## src/rtl/vwpis_pkg.sv

```systemverilog
// Shared types, constants and functions of the packed index store.
// No dependencies.
package vwpis_pkg;

    localparam int ENTRIES_DEF   = 32768;
    localparam int WORD_BITS_DEF = 64;
    localparam int Q_DEPTH       = 2;

    localparam logic [2:0] CODE_W1  = 3'd0;
    localparam logic [2:0] CODE_W2  = 3'd1;
    localparam logic [2:0] CODE_W4  = 3'd2;
    localparam logic [2:0] CODE_W8  = 3'd3;
    localparam logic [2:0] CODE_W16 = 3'd4;

    localparam logic [15:0] CNT_W8  = 16'd256;
    localparam logic [15:0] CNT_W4  = 16'd16;
    localparam logic [15:0] CNT_W2  = 16'd4;
    localparam logic [15:0] CNT_W1  = 16'd2;

    typedef enum logic [1:0] {
        CMD_READ    = 2'd0,
        CMD_WRITE   = 2'd1,
        CMD_RESERVE = 2'd2,
        CMD_NOP     = 2'd3
    } cmd_t;

    typedef struct packed {
        cmd_t        op;
        logic [14:0] position;
        logic [15:0] value;
        logic [15:0] distinct_count;
        logic        in_range;
    } job_t;

    typedef struct packed {
        logic [15:0] read_value;
        logic        status;
        logic [2:0]  width_code;
    } result_t;

    function automatic logic [2:0] required_code(input logic [15:0] cnt);
        logic [2:0] code;
        priority if (cnt > CNT_W8) code = CODE_W16;
        else if (cnt > CNT_W4)     code = CODE_W8;
        else if (cnt > CNT_W2)     code = CODE_W4;
        else if (cnt > CNT_W1)     code = CODE_W2;
        else                       code = CODE_W1;
        return code;
    endfunction

    function automatic logic value_fits(input logic [15:0] val, input logic [2:0] code);
        logic fits;
        unique case (code)
            CODE_W1: fits = (val[15:1] == 15'd0);
            CODE_W2: fits = (val[15:2] == 14'd0);
            CODE_W4: fits = (val[15:4] == 12'd0);
            CODE_W8: fits = (val[15:8] == 8'd0);
            default: fits = 1'b1;
        endcase
        return fits;
    endfunction

endpackage

```

## src/rtl/vwpis_queue.sv

```systemverilog
// Short job queue between front and back of the packed index store.
// Depends on vwpis_pkg.
module vwpis_queue
    import vwpis_pkg::*;
(
    input  logic clk,
    input  logic rst_n,
    input  logic push,
    input  job_t push_data,
    output logic full,
    input  logic pop,
    output job_t pop_data,
    output logic empty
);

    localparam int PW = (Q_DEPTH > 1) ? $clog2(Q_DEPTH) : 1;

    job_t          slots [Q_DEPTH];
    logic [PW-1:0] wr_ptr_reg;
    logic [PW-1:0] rd_ptr_reg;
    logic [PW:0]   count_reg;

    assign full     = (count_reg == (PW+1)'(Q_DEPTH));
    assign empty    = (count_reg == '0);
    assign pop_data = slots[rd_ptr_reg];

    always_ff @(posedge clk)
    begin
        if (push)
        begin
            slots[wr_ptr_reg] <= push_data;
        end
    end

    always_ff @(posedge clk or negedge rst_n)
    begin
        if (!rst_n)
        begin
            wr_ptr_reg <= '0;
            rd_ptr_reg <= '0;
            count_reg  <= '0;
        end
        else
        begin
            if (push)
            begin
                wr_ptr_reg <= (wr_ptr_reg == PW'(Q_DEPTH - 1)) ? '0 : wr_ptr_reg + 1'b1;
            end
            if (pop)
            begin
                rd_ptr_reg <= (rd_ptr_reg == PW'(Q_DEPTH - 1)) ? '0 : rd_ptr_reg + 1'b1;
            end
            if (push && !pop)
            begin
                count_reg <= count_reg + 1'b1;
            end
            else if (pop && !push)
            begin
                count_reg <= count_reg - 1'b1;
            end
        end
    end

endmodule

```

## config.mk

```make
export PLATFORM = sky130hd
export DESIGN_NAME = vwpis_queue
export DESIGN_NICKNAME = d
export VERILOG_FILES = /design/src/rtl/vwpis_pkg.sv /design/src/rtl/vwpis_queue.sv
export SDC_FILE = /design/constraint.sdc
export NUM_CORES = 1
export LEC_CHECK = 0
export CORE_MARGIN = 2
export CORE_UTILIZATION = 35
export CTS_CLUSTER_DIAMETER = 80
export CTS_CLUSTER_SIZE = 16
export DETAILED_ROUTE_END_ITERATION = 8
export DONT_BUFFER_PORTS = 1
export SLEW_MARGIN = 10
export SYNTH_ARGS = -nofsm -noshare
export SYNTH_HDL_FRONTEND = slang
export SYNTH_SLANG_ARGS = --single-unit
```

## constraint.sdc

```tcl
create_clock -name clk -period 6.25 [get_ports clk]
set_input_delay 0.625 -clock clk [delete_from_list [all_inputs] [get_ports clk]]
set_output_delay 0.625 -clock clk [all_outputs]
set_load 0.02 [all_outputs]
```

==> results.ini <==
[outcome]
status = completed

[die]
core_sq_mm = 0.0114
die-area_sq_mm = 0.0124
fp.dieW_microns = 112
boundaryPins = 106
die_h_microns = 112
start_util = 0.356
rows = 39

[clock_tree]
clkLatencyLatePin_ps = 330
cts_setup_buffers = 0
cts.sinks = 104
cts_hold_buffers = 1
cts_buffers = 9
cts_tree = done
post_cts_resized = 0
cts_buffer_depth = 2
clkTransAtPathRegs_ps = 60
clockRootBuffer = clkbuf_16
htreeDepth = 3

[worst_setup_path]
rr_startpoint = wr_ptr_reg
crit_buf_inv = 0
worstPathCellList = mux2_2
crit_type = reg -> out
cp_data_required_time_ps = 5620
timing.rr.end = slots[0][23]
reg2regPathDepth = 2
critPathMaxFanout = 51
reg2reg_slack_ps = 4410
crit_family = flip-flops
critical_path.startpoint_type = flop
endpoint_kind = output port
critPathMaxStageDelay_ps = 1070
crit_arrival_ps = 1890
slowest_stage = dfrtp_4

[pwr]
ir_worst_vdd_mv = 0.319
p_sw_w = 0.000666
p_leak_nw = 1.59
p_int_w = 0.00150
powerDensity_mw_per_mm2 = 489
pwr-share-clk = 0.240
power_frac_comb = 0.272
power.share.switching = 0.308
p_seq_frac = 0.488

[yosys]
ys_ff_latch = 104
synth.cell_area_sq_mm = 0.00405
asyncSetResetFlopFracSynth = 0.0385
synthesis.nets = 227
ys_types = 13
synth_seq_area_share = 0.767
synth_edf_count = 100
netlist_instances = 172
ys.warnings.count = 0
synth_top_flop_cell = edfxtp_1
syn_area_per_cell_sq_um = 23.5

[layout]
area_growth_pct = 9.43
fin_area_sq_mm = 0.00443
drive_gt1_frac = 0.372
antennaDiodeCount = 0
final-instance-count-excl-fill = 326
largest_reg_flops = 100
fin_nets = 235

[routing]
drtIter0Drc = 71
antenna_left = 0
drc = 0
vias_per_cell = 4.63
avgRoutedWirePerCell_microns = 18.2
vias = 1508
routed_wl_microns = 5930
drt_pass1_iterations = 4

[timing]
slew_violations = 0
finalCritPeriodShare = 0.403
relSlewSlack = 0.353
max_freq_ghz = 0.397
fin_hold_ws_ps = 376
finalSetupViolCount = 0
worst_pin_slew_ps = 971
hold_viol_final = 0
fin_tns_setup_ps = 0
finClkSkew_ps = 3.46
min_period_ps = 2520
rsz0062_at_grt = no

[global_route]
grt_pass1_vias = 1701
grt_max_degree = 52
grt_overflow = 0
grt_pass1_wl_microns = 9130
grt_util_all_layers = 0.0983
antenna_found_initial = 0

[placement]
dp_cells = 311
port-buffer-count = 0
dp_hpwl_microns = 3790
routabilityCongestion = 0.608
placed_area_sq_mm = 0.00414

[hold_path]
hp-start = pop
min_path_cells = 1
hold_path_end = rd_ptr_reg
hold_class = in -> reg

[flow_run]
cap_violations = 0

[Yosys cell counts, types with 2 or more instances]
library cell / number / area (sq um)
edfxtp_1: 100 / 3000
mux2_4: 49 / 736
buf_12: 5 / 100
dfrtp_1: 4 / 100
xor2_1: 4 / 35.0
nor2_1: 2 / 7.51
nor2b_1: 2 / 12.5
[worst max path at each step]
stage / start / to / slack [ps] / cells past startpoint
2_1_floorplan: push / slots[0][0] / 2940 / 1
3_3_place_gp: rd_ptr_reg / pop_data[29] / 4040 / 1
3_5_place_dp: rd_ptr_reg / pop_data[29] / 4040 / 1
4_1_cts: rd_ptr_reg / pop_data[29] / 3640 / 1
5_1_grt: rd_ptr_reg / pop_data[29] / 3630 / 1
6_report: rd_ptr_reg / pop_data[29] / 3730 / 1
[worst reg2reg max path, delay by kind of cell, from the launching register on]
kind / cells / cell delay, ps
buf+inv: 1 / 500
simple gates: 1 / 570
flops: 1 / 420
[routing by layer]
metal	track usage	wire length, microns
met1	0.103	2220
met2	0.158	2950
met3	0.0517	631
met4	0.0568	126
met5	0	0
[through the flow]
stage,utilization,setup WS [ps],power (W)
2_1_floorplan,-,2940,0.00165
3_3_place_gp,0.364,4040,0.00167
3_5_place_dp,0.364,4040,0.00168
4_1_cts,0.390,3640,0.00222
5_1_grt,0.390,3630,0.00227
6_report,0.390,3730,0.00217
[cell usage in the layout, fill, tap and decap left out]
master,instances
and2_2,1
buf_4,2
bufinv_16,1
clkbuf_1,1
clkbuf_16,9
clkinv_2,2
clkinvlp_4,1
dfrtp_1,3
dfrtp_4,1
dlygate4sd3_1,1
edfxtp_1,100
ha_1,1
inv_1,1
mux2_2,1
mux2_4,49
nor2_1,2
nor2b_1,1
nor2b_4,1
xnor2_1,1
xor2_1,4
[power groups by stage]
| stage | registers [W] | logic [W] | clock network (W) |
|---|---|---|---|
| 2_1_floorplan | 0.000978 | 0.000674 | 0 |
| 3_3_place_gp | 0.00107 | 0.000600 | 0 |
| 3_5_place_dp | 0.00108 | 0.000603 | 0 |
| 4_1_cts | 0.00107 | 0.000605 | 0.000548 |
| 5_1_grt | 0.00108 | 0.000620 | 0.000573 |
| 6_report | 0.00106 | 0.000589 | 0.000520 |
[kinds of logic after synthesis]
| family | count (synthesis) | synth area share |
|---|---|---|
| AND/OR/NAND/NOR | 5 | 0.00649 |
| adder cells (fa/ha/maj) | 1 | 0.00309 |
| buffers and inverters | 7 | 0.0284 |
| flip-flops | 104 | 0.767 |
| multiplexers | 50 | 0.185 |
| XOR/XNOR | 5 | 0.0108 |
[layout make-up]
class	instances	area [sq um]
flip-flops and latches	104	3110
multi-input cells	61	838
clock buffers	10	229
repair buffers	3	25.0
clock inverters	4	47.5
inverters	1	3.75
well taps	143	179
fillers	1006	6940
(Power assumes the default switching activity.)
